===== src/rtl/hid_keyboard_report_builder_unit_macros.svh =====
// Assertion macros shared by the report builder.
// Each expects clk and rst_n in the scope where it is used.
`ifndef HID_KEYBOARD_REPORT_BUILDER_UNIT_MACROS_SVH
`define HID_KEYBOARD_REPORT_BUILDER_UNIT_MACROS_SVH

// The consequent must hold in the same cycle as the antecedent.
`define HKRB_ASSERT_NOW(label, ante, cons, msg) \
  label: assert property (@(posedge clk) disable iff (!rst_n) (ante) |-> (cons)) \
    else $error(msg);

// The consequent must hold in the cycle after the antecedent.
`define HKRB_ASSERT_NEXT(label, ante, cons, msg) \
  label: assert property (@(posedge clk) disable iff (!rst_n) (ante) |=> (cons)) \
    else $error(msg);

`endif


===== src/rtl/hkrb_pkg.sv =====
`default_nettype none
package hkrb_pkg;

  localparam int KEY_SLOTS  = 6;
  localparam int CODE_W     = 8;
  localparam int PREFIX_LEN = 16;
  localparam int PREFIX_W   = $clog2(PREFIX_LEN);
  localparam int LINE_LEN   = PREFIX_LEN + 2 * (KEY_SLOTS + 2) + 2;
  localparam int IDX_W      = $clog2(LINE_LEN);
  localparam int BYTE_CNT   = KEY_SLOTS + 2;
  localparam int BYTE_IDX_W = $clog2(BYTE_CNT);
  localparam int Q_DEPTH    = 4;
  localparam int Q_PTR_W    = $clog2(Q_DEPTH);
  localparam int Q_CNT_W    = $clog2(Q_DEPTH + 1);

  localparam logic [4:0]        MOD_CODE_HI = 5'b11100;
  localparam logic [CODE_W-1:0] CHAR_CR     = 8'h0D;
  localparam logic [CODE_W-1:0] CHAR_LF     = 8'h0A;

  typedef struct packed {
    logic              func;
    logic [CODE_W-1:0] key_code;
    logic              pressed;
  } hkrb_in_t;

  typedef struct packed {
    logic [CODE_W-1:0] out_byte;
    logic              last;
  } hkrb_out_t;

  typedef enum logic [2:0] {
    OP_NOP,
    OP_MOD_SET,
    OP_MOD_CLR,
    OP_KEY_PRESS,
    OP_KEY_RELEASE,
    OP_TICK
  } hkrb_op_t;

  typedef struct packed {
    hkrb_op_t          op;
    logic [CODE_W-1:0] code;
  } hkrb_cmd_t;

  typedef struct packed {
    logic full;
    logic empty;
  } hkrb_q_stat_t;

  typedef struct packed {
    logic [CODE_W-1:0]                mods;
    logic [KEY_SLOTS-1:0][CODE_W-1:0] slots;
  } hkrb_report_t;

  typedef enum logic {
    EM_IDLE,
    EM_SEND
  } hkrb_em_state_t;

  function automatic logic [CODE_W-1:0] hex_char(input logic [3:0] n);
    if (n < 4'd10) begin
      return 8'h30 + {4'h0, n};
    end
    return 8'h37 + {4'h0, n};
  endfunction

  function automatic logic [CODE_W-1:0] prefix_char(input logic [PREFIX_W-1:0] i);
    logic [CODE_W-1:0] c;
    case (i)
      4'd0:    c = "A";
      4'd1:    c = "T";
      4'd2:    c = "+";
      4'd3:    c = "H";
      4'd4:    c = "I";
      4'd5:    c = "D";
      4'd6:    c = "S";
      4'd7:    c = "E";
      4'd8:    c = "N";
      4'd9:    c = "D";
      4'd10:   c = "=";
      4'd11:   c = "0";
      4'd12:   c = "x";
      4'd13:   c = "0";
      4'd14:   c = "1";
      4'd15:   c = ",";
      default: c = ",";
    endcase
    return c;
  endfunction

endpackage
`default_nettype wire


===== src/rtl/hid_keyboard_report_builder_unit.sv =====
// A key event passes through the queue and is then registered into the report; a report
// tick that finds a changed report loads the serialiser, which registers each character.
// Throughput: one transaction per cycle unless the four-entry queue is full; a line is 34
// characters, one per cycle from the serialiser while the result side does not stall.
// A tick waits in the queue while the serialiser is still sending the previous line.
// Reset clears the report, the last sent report, the queue and the serialiser.
`default_nettype none
`include "hid_keyboard_report_builder_unit_macros.svh"
module hid_keyboard_report_builder_unit
  import hkrb_pkg::*;
(
  input  wire logic      clk,
  input  wire logic      rst_n,
  input  wire logic      in_valid,
  output logic           in_stall,
  input  wire hkrb_in_t  in_data,
  output logic           out_valid,
  input  wire logic      out_stall,
  output hkrb_out_t      out_data
);

  hkrb_q_stat_t q_stat;
  logic         push;
  hkrb_cmd_t    push_cmd;
  logic         pop;
  hkrb_cmd_t    pop_cmd;
  logic         em_ready;
  logic         em_load;
  hkrb_report_t em_report;

  hkrb_front u_front (
    .rst_n    (rst_n),
    .in_valid (in_valid),
    .in_stall (in_stall),
    .in_data  (in_data),
    .q_stat   (q_stat),
    .push     (push),
    .push_cmd (push_cmd)
  );

  hkrb_queue u_queue (
    .clk      (clk),
    .rst_n    (rst_n),
    .push     (push),
    .push_cmd (push_cmd),
    .pop      (pop),
    .pop_cmd  (pop_cmd),
    .q_stat   (q_stat)
  );

  hkrb_back u_back (
    .clk       (clk),
    .rst_n     (rst_n),
    .q_stat    (q_stat),
    .cmd       (pop_cmd),
    .pop       (pop),
    .em_ready  (em_ready),
    .em_load   (em_load),
    .em_report (em_report)
  );

  hkrb_emitter u_emitter (
    .clk       (clk),
    .rst_n     (rst_n),
    .em_load   (em_load),
    .em_report (em_report),
    .em_ready  (em_ready),
    .out_valid (out_valid),
    .out_stall (out_stall),
    .out_data  (out_data)
  );

  `HKRB_ASSERT_NOW(a_load_when_idle, em_load, em_ready, "line loaded while serialiser busy")
  `HKRB_ASSERT_NEXT(a_busy_after_load, em_load, !em_ready, "serialiser idle after a load")
  `HKRB_ASSERT_NOW(a_last_is_lf, out_valid && out_data.last, out_data.out_byte == CHAR_LF,
                   "last flag on a character other than LF")
  `HKRB_ASSERT_NOW(a_queue_state, q_stat.full, !q_stat.empty, "queue both full and empty")

endmodule
`default_nettype wire


===== src/rtl/hkrb_front.sv =====
`default_nettype none
module hkrb_front
  import hkrb_pkg::*;
(
  input  wire logic         rst_n,
  input  wire logic         in_valid,
  output logic              in_stall,
  input  wire hkrb_in_t     in_data,
  input  wire hkrb_q_stat_t q_stat,
  output logic              push,
  output hkrb_cmd_t         push_cmd
);

  hkrb_op_t op;

  always_comb begin
    if (in_data.func) begin
      op = OP_TICK;
    end else if (in_data.key_code == '0) begin
      op = OP_NOP;
    end else if (in_data.key_code[CODE_W-1:3] == MOD_CODE_HI) begin
      op = in_data.pressed ? OP_MOD_SET : OP_MOD_CLR;
    end else begin
      op = in_data.pressed ? OP_KEY_PRESS : OP_KEY_RELEASE;
    end
  end

  // Key transactions with a zero key code are not queued.
  assign in_stall      = q_stat.full || !rst_n;
  assign push          = in_valid && !in_stall && (op != OP_NOP);
  assign push_cmd.op   = op;
  assign push_cmd.code = in_data.key_code;

endmodule
`default_nettype wire


===== src/rtl/hkrb_queue.sv =====
`default_nettype none
module hkrb_queue
  import hkrb_pkg::*;
(
  input  wire logic      clk,
  input  wire logic      rst_n,
  input  wire logic      push,
  input  wire hkrb_cmd_t push_cmd,
  input  wire logic      pop,
  output hkrb_cmd_t      pop_cmd,
  output hkrb_q_stat_t   q_stat
);

  hkrb_cmd_t            mem_r [Q_DEPTH];
  logic [Q_PTR_W-1:0]   wr_ptr_r, wr_ptr_nxt;
  logic [Q_PTR_W-1:0]   rd_ptr_r, rd_ptr_nxt;
  logic [Q_CNT_W-1:0]   count_r, count_nxt;
  logic                 do_push, do_pop;

  assign q_stat.full  = (count_r == Q_CNT_W'(Q_DEPTH));
  assign q_stat.empty = (count_r == '0);
  assign do_push      = push && !q_stat.full;
  assign do_pop       = pop && !q_stat.empty;
  assign pop_cmd      = mem_r[rd_ptr_r];

  always_comb begin
    wr_ptr_nxt = do_push ? wr_ptr_r + 1'b1 : wr_ptr_r;
    rd_ptr_nxt = do_pop ? rd_ptr_r + 1'b1 : rd_ptr_r;
    count_nxt  = count_r;
    if (do_push && !do_pop) begin
      count_nxt = count_r + 1'b1;
    end else if (do_pop && !do_push) begin
      count_nxt = count_r - 1'b1;
    end
  end

  always_ff @(posedge clk) begin
    if (!rst_n) begin
      wr_ptr_r <= '0;
      rd_ptr_r <= '0;
      count_r  <= '0;
    end else begin
      wr_ptr_r <= wr_ptr_nxt;
      rd_ptr_r <= rd_ptr_nxt;
      count_r  <= count_nxt;
    end
  end

  always_ff @(posedge clk) begin
    if (do_push) begin
      mem_r[wr_ptr_r] <= push_cmd;
    end
  end

endmodule
`default_nettype wire


===== src/rtl/hkrb_back.sv =====
`default_nettype none
module hkrb_back
  import hkrb_pkg::*;
(
  input  wire logic         clk,
  input  wire logic         rst_n,
  input  wire hkrb_q_stat_t q_stat,
  input  wire hkrb_cmd_t    cmd,
  output logic              pop,
  input  wire logic         em_ready,
  output logic              em_load,
  output hkrb_report_t      em_report
);

  hkrb_report_t         rpt_r, rpt_nxt;
  hkrb_report_t         sent_r, sent_nxt;
  logic [CODE_W-1:0]    mod_mask;
  logic                 hit;
  logic                 seen;
  logic [KEY_SLOTS-1:0] take;
  logic                 cmd_valid;

  assign cmd_valid = !q_stat.empty;
  assign mod_mask  = CODE_W'(1) << cmd.code[2:0];
  assign em_report = rpt_r;

  // A press takes the first empty slot only if no slot already holds the code.
  always_comb begin
    hit  = 1'b0;
    seen = 1'b0;
    take = '0;
    for (int i = 0; i < KEY_SLOTS; i++) begin
      hit = hit || (rpt_r.slots[i] == cmd.code);
      if (!seen && rpt_r.slots[i] == '0) begin
        take[i] = 1'b1;
      end
      seen = seen || (rpt_r.slots[i] == '0);
    end
  end

  always_comb begin
    rpt_nxt  = rpt_r;
    sent_nxt = sent_r;
    pop      = 1'b0;
    em_load  = 1'b0;
    case (cmd.op)
      OP_MOD_SET: begin
        pop = cmd_valid;
        if (cmd_valid) begin
          rpt_nxt.mods = rpt_r.mods | mod_mask;
        end
      end
      OP_MOD_CLR: begin
        pop = cmd_valid;
        if (cmd_valid) begin
          rpt_nxt.mods = rpt_r.mods & ~mod_mask;
        end
      end
      OP_KEY_PRESS: begin
        pop = cmd_valid;
        if (cmd_valid && !hit) begin
          for (int i = 0; i < KEY_SLOTS; i++) begin
            if (take[i]) begin
              rpt_nxt.slots[i] = cmd.code;
            end
          end
        end
      end
      OP_KEY_RELEASE: begin
        pop = cmd_valid;
        if (cmd_valid) begin
          for (int i = 0; i < KEY_SLOTS; i++) begin
            if (rpt_r.slots[i] == cmd.code) begin
              rpt_nxt.slots[i] = '0;
            end
          end
        end
      end
      OP_TICK: begin
        pop = cmd_valid && em_ready;
        if (cmd_valid && em_ready && (rpt_r != sent_r)) begin
          em_load  = 1'b1;
          sent_nxt = rpt_r;
        end
      end
      default: begin
        pop = cmd_valid;
      end
    endcase
  end

  always_ff @(posedge clk) begin
    if (!rst_n) begin
      rpt_r  <= '0;
      sent_r <= '0;
    end else begin
      rpt_r  <= rpt_nxt;
      sent_r <= sent_nxt;
    end
  end

endmodule
`default_nettype wire


===== src/rtl/hkrb_emitter.sv =====
`default_nettype none
module hkrb_emitter
  import hkrb_pkg::*;
(
  input  wire logic         clk,
  input  wire logic         rst_n,
  input  wire logic         em_load,
  input  wire hkrb_report_t em_report,
  output logic              em_ready,
  output logic              out_valid,
  input  wire logic         out_stall,
  output hkrb_out_t         out_data
);

  hkrb_em_state_t             state_r, state_nxt;
  logic [IDX_W-1:0]           idx_r;
  logic [BYTE_CNT-1:0][CODE_W-1:0] snap_r;
  logic                       out_valid_r;
  hkrb_out_t                  out_data_r;
  logic                       adv;
  logic [IDX_W-1:0]           pos;
  logic [BYTE_IDX_W-1:0]      byte_idx;
  logic [CODE_W-1:0]          cur_byte;
  logic [CODE_W-1:0]          next_char;

  always_comb begin
    state_nxt = state_r;
    case (state_r)
      EM_IDLE: begin
        if (em_load) begin
          state_nxt = EM_SEND;
        end
      end
      EM_SEND: begin
        if (adv && idx_r == IDX_W'(LINE_LEN - 1)) begin
          state_nxt = EM_IDLE;
        end
      end
      default: state_nxt = EM_IDLE;
    endcase
  end

  always_comb begin
    em_ready = (state_r == EM_IDLE);
    adv      = (state_r == EM_SEND) && (!out_valid_r || !out_stall);
  end

  always_comb begin
    pos      = idx_r - IDX_W'(PREFIX_LEN);
    byte_idx = BYTE_IDX_W'(pos >> 1);
    cur_byte = snap_r[byte_idx];
    if (idx_r < IDX_W'(PREFIX_LEN)) begin
      next_char = prefix_char(idx_r[PREFIX_W-1:0]);
    end else if (idx_r == IDX_W'(LINE_LEN - 2)) begin
      next_char = CHAR_CR;
    end else if (idx_r == IDX_W'(LINE_LEN - 1)) begin
      next_char = CHAR_LF;
    end else if (pos[0]) begin
      next_char = hex_char(cur_byte[3:0]);
    end else begin
      next_char = hex_char(cur_byte[7:4]);
    end
  end

  always_ff @(posedge clk) begin
    if (!rst_n) begin
      state_r     <= EM_IDLE;
      idx_r       <= '0;
      out_valid_r <= 1'b0;
    end else begin
      state_r <= state_nxt;
      if (em_load && em_ready) begin
        idx_r <= '0;
      end else if (adv) begin
        idx_r <= idx_r + 1'b1;
      end
      if (adv) begin
        out_valid_r <= 1'b1;
      end else if (!out_stall) begin
        out_valid_r <= 1'b0;
      end
    end
  end

  // Snapshot order: modifier byte, reserved byte, then the key slots.
  always_ff @(posedge clk) begin
    if (em_load && em_ready) begin
      snap_r[0] <= em_report.mods;
      snap_r[1] <= '0;
      for (int i = 0; i < KEY_SLOTS; i++) begin
        snap_r[i + 2] <= em_report.slots[i];
      end
    end
    if (adv) begin
      out_data_r.out_byte <= next_char;
      out_data_r.last     <= (idx_r == IDX_W'(LINE_LEN - 1));
    end
  end

  assign out_valid = out_valid_r;
  assign out_data  = out_data_r;

endmodule
`default_nettype wire


===== config.mk =====
export PLATFORM = sky130hd
export DESIGN_NAME = hid_keyboard_report_builder_unit
export DESIGN_NICKNAME = d
export VERILOG_FILES = /design/src/rtl/hkrb_pkg.sv /design/src/rtl/hid_keyboard_report_builder_unit.sv /design/src/rtl/hkrb_front.sv /design/src/rtl/hkrb_queue.sv /design/src/rtl/hkrb_back.sv /design/src/rtl/hkrb_emitter.sv
export VERILOG_INCLUDE_DIRS = /design/src /design/src/rtl
export SDC_FILE = /design/constraint.sdc
export NUM_CORES = 1
export LEC_CHECK = 0
export BUFFER_PORTS_ARGS = -buffer_cell sky130_fd_sc_hd__buf_2
export CAP_MARGIN = 15
export CORE_ASPECT_RATIO = 1.4
export CORE_MARGIN = 10
export CORE_UTILIZATION = 54
export CTS_CLUSTER_SIZE = 25
export DETAILED_ROUTE_END_ITERATION = 8
export GPL_TIMING_DRIVEN = 0
export PLACE_DENSITY = 0.76
export SYNTH_ARGS = -nofsm -noshare
export SYNTH_HDL_FRONTEND = slang
export SYNTH_HIERARCHICAL = 1
export SYNTH_SLANG_ARGS = --single-unit

===== constraint.sdc =====
create_clock -name clk -period 5.3 [get_ports clk]
set_clock_uncertainty 0.15 [all_clocks]
set_input_delay 0.53 -clock clk [delete_from_list [all_inputs] [get_ports clk]]
set_output_delay 0.53 -clock clk [all_outputs]
set_load 0.01 [all_outputs]

== Word level (Yosys, flattened, before mapping) ==
Memory sizes are Yosys's and may differ from the RTL's. A register that Yosys moved wholly into a read port is not among the register bits.
Cells that the tools add are included.

* Word-level logic and storage cells: 212
* Flip-flop bits (word level): 192
* RAM bits: 44
* Memory bits (read-only): 112
* Output and inout port bits: 11
* Input port bits: 14
* Memories kept: 2

* Reductions and logical operators: 63
* Shift operators: 1
* $add $sub $neg: 10
* Bitwise logic cells: 5
* Equality and inequality tests: 33
* $lt $le $gt $ge: 4
* Muxes and demuxes: 65

{| class="wikitable"
|+ Memories
! memory !! depth !! width !! rd ports !! clocked after memory_dff !! write ports !! RTL line !! RTL
|-
| (name not given) || 16 || 7 || 1 || 1 || 0 || hkrb_pkg.sv:69 || <nowiki>case (i)</nowiki>
|-
| u_queue.mem_r || 4 || 11 || 1 || 1 || 1 || hkrb_queue.sv:14 || <nowiki>hkrb_cmd_t mem_r [Q_DEPTH];</nowiki>
|}

{| class="wikitable"
|+ Operators with widths
! cell !! count
|-
| $mux 8 || 23
|-
| $mux 48 || 2
|-
| $pmux 48 s2 || 1
|-
| $logic_not 8->1 || 7
|-
| $ne 56x56->1 || 1
|-
| $eq 8x8->1 || 6
|-
| $reduce_and 5->1 || 6
|-
| $add 6x4->7 const A || 4
|-
| $ne 2x1->1 const B || 14
|-
| $mux 1 || 25
|-
| $bmux 8 s3 || 1
|-
| $mux 3 || 6
|-
| $logic_and 1x1->1 || 17
|-
| $pmux 8 s2 || 1
|-
| $logic_not 1->1 || 14
|-
| $eq 6x6->1 const B || 2
|-
| $logic_or 1x1->1 || 11
|-
| $eq 3x3->1 const B || 3
|-
| $and 8x8->8 || 1
|-
| $lt 4x4->1 const B || 2
|-
| $mux 4 || 2
|-
| $not 8->8 || 1
|-
| $or 8x8->8 || 1
|-
| $shl 1x3->8 const A || 1
|-
| other kinds (20) || 29
|}

== Depth between registers and ports, before layout ==
* Word-level depth: 14
* Depth in mapped cells: 16
* Mapped depth without buffers: 14

== Hierarchy ==
The synthesis kept the hierarchy.

{| class="wikitable"
|+ By module, submodules not included
! module !! times used !! cells an instance !! seq. area each (µm²) !! area an instance (µm²)
|-
| hkrb_back || 1 || 599 || 2242.2 || 5380.2
|-
| hkrb_emitter || 1 || 269 || 2222.1 || 3569.7
|-
| hkrb_queue || 1 || 105 || 1501.4 || 2069.5
|-
| hkrb_front || 1 || 22 || 0.0 || 158.9
|}

== Least setup slack after synthesis ==
Ideal clock, no wire load.

* Path type: register to register
* Start point: register (tool-made name)
* End point: register (tool-made name)
* Path buffers: 3
* Path slack: 1.431 ns
* Data arrival time: 3.602 ns
* Library setup time: 0.117 ns
* Clock period less this slack: 3.869 ns
* Stages on the path, launching flop included: 15
* Required time: 5.033 ns
* Cell sequence: dfxtp_1 -> buf_4 -> mux4_2 -> and3b_2 -> nand4b_1 -> clkbuf_1 -> clkbuf_1 -> inv_1 -> nand2_1 -> nand2_1 -> nor2_1 -> inv_1 -> ha_1 -> or3_1 -> a32o_1

==> key figures <==
Routing
  – Initial DRC count: 651
  – DR vias: 7,980
  – Drt pass-1 iters: 6
  – Routed WL: 29.8 mm
  – Average vias per placed instance: 6.05
  – Routed WL per cell: 22.6 um
  – Detailed-route DRC error count: 0
  – Number of routed nets with antenna violations: 0

Timing
  – Setup-failing EPs final: 0
  – Setup TNS: 0 ps
  – Final setup margin: 255 ps
  – Tmin final: 5040 ps
  – Slew @ Worst Pin: 815 ps
  – Slew Limit Fails: 0
  – Fin. Hold Viols: 0
  – Fin crit share: 95.2%
  – Max Clock Freq: 0.198 GHz
  – RSZ-0062 raised after global routing: false
  – Slew headroom: 45.5%

Worst setup path
  – CP endpoint kind: flop
  – Critical path class: reg2reg
  – CP cell instances: xnor2_1 > nand4_1 > nor4_2 > nand4_1 > nand4b_1 > clkbuf_1 > clkbuf_2 > inv_1 > nand2_1 > nand2_1 > nor2_2 > inv_1 > ha_1 > or3_1 > a32o_1
  – CP bufs+invs: 4
  – CP required: 5560 ps
  – Critical Path Start Type: flop
  – Crit path max-delay cell type: xnor2_1
  – Slack of the worst reg-to-reg path: 260 ps
  – CP peak stage delay: 590 ps
  – CP max FO: 10
  – Arrival time worst endpoint: 5300 ps
  – Delay-heaviest family, CP: simple AND/OR/NAND/NOR gates
  – Crit path launch: u_back/em_report[10]
  – Worst reg-to-reg path cell count: 15
  – Reg2Reg Launch Point: u_back/em_report[10]

Synthesis
  – Average size of a mapped cell: 11.2 um2
  – Synth top area cells: edfxtp_1 29%, dfxtp_1 24%, mux2i_1 7.4%
  – Number of synthesized flops with an enable pin: 108
  – Top-area cell type share of the netlist area: 29.0%
  – Syn Nets: 1,028
  – Gate Count Post-Synth: 995
  – Most frequent cell after synthesis: dfxtp_1
  – Seq/Total Area, Yosys: 53.4%
  – Top FF cell, synth: dfxtp_1
  – Yosys reg bits: 244
  – Synth async-reset ratio: 0%
  – Mapped cell area: 0.0112 mm2
  – Area leader, netlist: edfxtp_1
  – Post-synth top cells: 136 x dfxtp_1, 108 x edfxtp_1, 94 x nand2_1, 83 x mux2i_1, 79 x xnor2_1
  – Yosys warning total: 6
  – Distinct cells, synth: 73

Final layout
  – Synth-to-layout area growth: 11.5%
  – Fill count: 1,692
  – Post-Layout Cell Count: 1,319
  – Final Cell Area: 0.0125 mm2
  – Layout cell share with drive strength beyond 1: 12.6%
  – # diodes: 0
  – Register Area: 0.00597 mm2
  – Nets: 1,078
  – Area of the multi-input gates: 0.00481 mm2

Run status
  – Status: complete, no violations

Place
  – Placed cell count: 1,275
  – Post-placement cell area: 0.0116 mm2
  – DP HPWL: 22.1 mm
  – IO Port Bufs: 23
  – Pre-CTS setup slack: 34.8 ps
  – RePlAce Congestion: 0.992

Power and ir drop
  – Maximum VDD drop: 319 uV
  – Seq pwr share: 41.7%
  – Pwr Density: 476 mW/mm2
  – Cell Int Power: 3880 uW
  – Combinational cell fraction of total power: 29.6%
  – Clock share of power: 28.7%
  – Sw Share: 34.7%
  – Static Leak: 0.00449 uW
  – Switching pwr: 2060 uW

Clocking
  – CTS H-Tree Depth: 1
  – Post-CTS Setup Repair Bufs: 0
  – Root Driver: clkbuf_16
  – CTS tree: built
  – Clock Latency Late Sink: 520 ps
  – Deepest clock path buffer count: 3
  – CTS Buf Count: 24
  – Sink Count: 244
  – Worst-path clk slew: 60 ps

Run
  – Max-Cap Viols: 0

Global route
  – GRT Total Usage: 21.9%
  – Initial antenna violation count: 0
  – Global-route wire length before repair: 45.8 mm
  – Total grt overflow: 0
  – Largest net degree at the start of global routing: 39
  – Vias in the first global route: 7,985

Die
  – Die Span Y: 190 um
  – Starting Density: 54.6%
  – Rows: 62
  – Die width: 142 um
  – Core box area: 0.0205 mm2
  – Total die area: 0.0269 mm2
  – Io pins: 25

Hold path
  – Worst Hold Path EP: u_queue/mem_r[0][3]
  – Hold path cells: 2
  – Min-delay worst type: in2reg
  – Hold Crit Start: in_data[4]
## worst max-delay path by stage
stage / endpoint / depth (start not counted) / slack [ps]
after global routing: flop / 16 / 40
after global placement: flop / 15 / 50
final: flop / 15 / 260
after CTS: flop / 15 / 30
after floorplan: flop / 14 / 1430
after detailed placement: flop / 16 / 30
## metrics by stage
stage / hold slack [ps] / util (%) / power [uW]
global placement: 320 / 56.7 / 4160
finish: 160 / 60.9 / 5930
floorplan: 312 / - / 3630
CTS: 152 / 60.8 / 5900
detailed placement: 328 / 56.8 / 4200
global route: 162 / 60.9 / 6170
## flip-flops by register name (all words and copies together), names as in the netlist, 3 cells and up, named ones only
signal	flops
u_back/sent_r	56
u_emitter/snap_r	56
u_back/em_report	48
u_queue/mem_r	44
u_emitter/out_data	8
u_emitter/idx_r	6
u_queue/count_r	3
## routing by layer
metal,part of all wire (%),vias up,GRT usage [%]
li1,-,3663,-
met1,35,3808,23.6
met5,0,-,0
met3,6.6,131,3.22
met4,8.8,0,16.0
met2,49,378,38.3
## cell type report
cell class | count | share of cell area [%]
Timing Repair Buffer | 24 | 1.08
Inverter | 18 | 0.653
Multi-Input combinational cell | 671 | 38.6
Tap cell | 256 | 2.57
Buffer | 62 | 2.70
Clock inverter | 11 | 0.612
Clock buffer | 33 | 5.93
Sequential cell | 244 | 47.9
## power by group through the flow
stage	Combinational, uW	Clock [uW]	Sequential [uW]
6_report	1760	1710	2470
2_1_floorplan	1220	0	2410
3_5_place_dp	1690	0	2510
4_1_cts	1700	1730	2470
5_1_grt	1870	1800	2490
3_3_place_gp	1650	0	2510
## cell usage in the layout (no fill, tap or decap), types with 4 or more instances in the layout
cell type and n:
o21a_1 4, nand2_1 94, and2_1 13, inv_1 14, mux4_2 13, dfxtp_1 136, clkbuf_1 31, ha_1 18
buf_1 6, nor2_1 24, buf_4 16, a21oi_1 21, nor2_2 5, nand2b_1 8, or3_1 4, clkbuf_16 28
nand3_1 70, nor4_1 23, buf_2 30, o21ai_1 7, a22oi_1 6, nand2_2 4, a21o_1 4, edfxtp_1 108
clkinv_2 4, mux2i_1 83, o21ai_0 67, nand4_1 22, nor2b_1 8, xnor2_1 79, xor2_1 36
## worst register-to-register path, stage by stage, from the launching register on
cell	delay, ps
dfxtp_1	380
xnor2_1	590
nand4_1	190
nor4_2	430
nand4_1	230
nand4b_1	310
clkbuf_1	450
clkbuf_2	370
inv_1	90
nand2_1	130
nand2_1	250
nor2_2	380
inv_1	140
ha_1	230
or3_1	410
a32o_1	220
## repair_timing
item / in CTS / in global routing
setup endpoints to repair: 0 / 6
hold buffers: 0 / 0
resized for setup: 0 / 5
## kinds of logic (layout without fill, tap and decap cells)
logic type / count (synthesis) / count (layout) / share of synthesized area [%]
AND/OR/NAND/NOR: 297 / 297 / 13.7
flip-flops: 244 / 244 / 53.4
AO/OA/AOI/OAI: 143 / 143 / 7.96
XOR/XNOR: 115 / 115 / 9.01
multiplexers: 96 / 96 / 10.1
buffers and inverters: 80 / 148 / 3.73
adder cells (fa/ha/maj): 19 / 19 / 2.19
other: 1 / 1 / 0.0335
(Power assumes the default switching activity.)
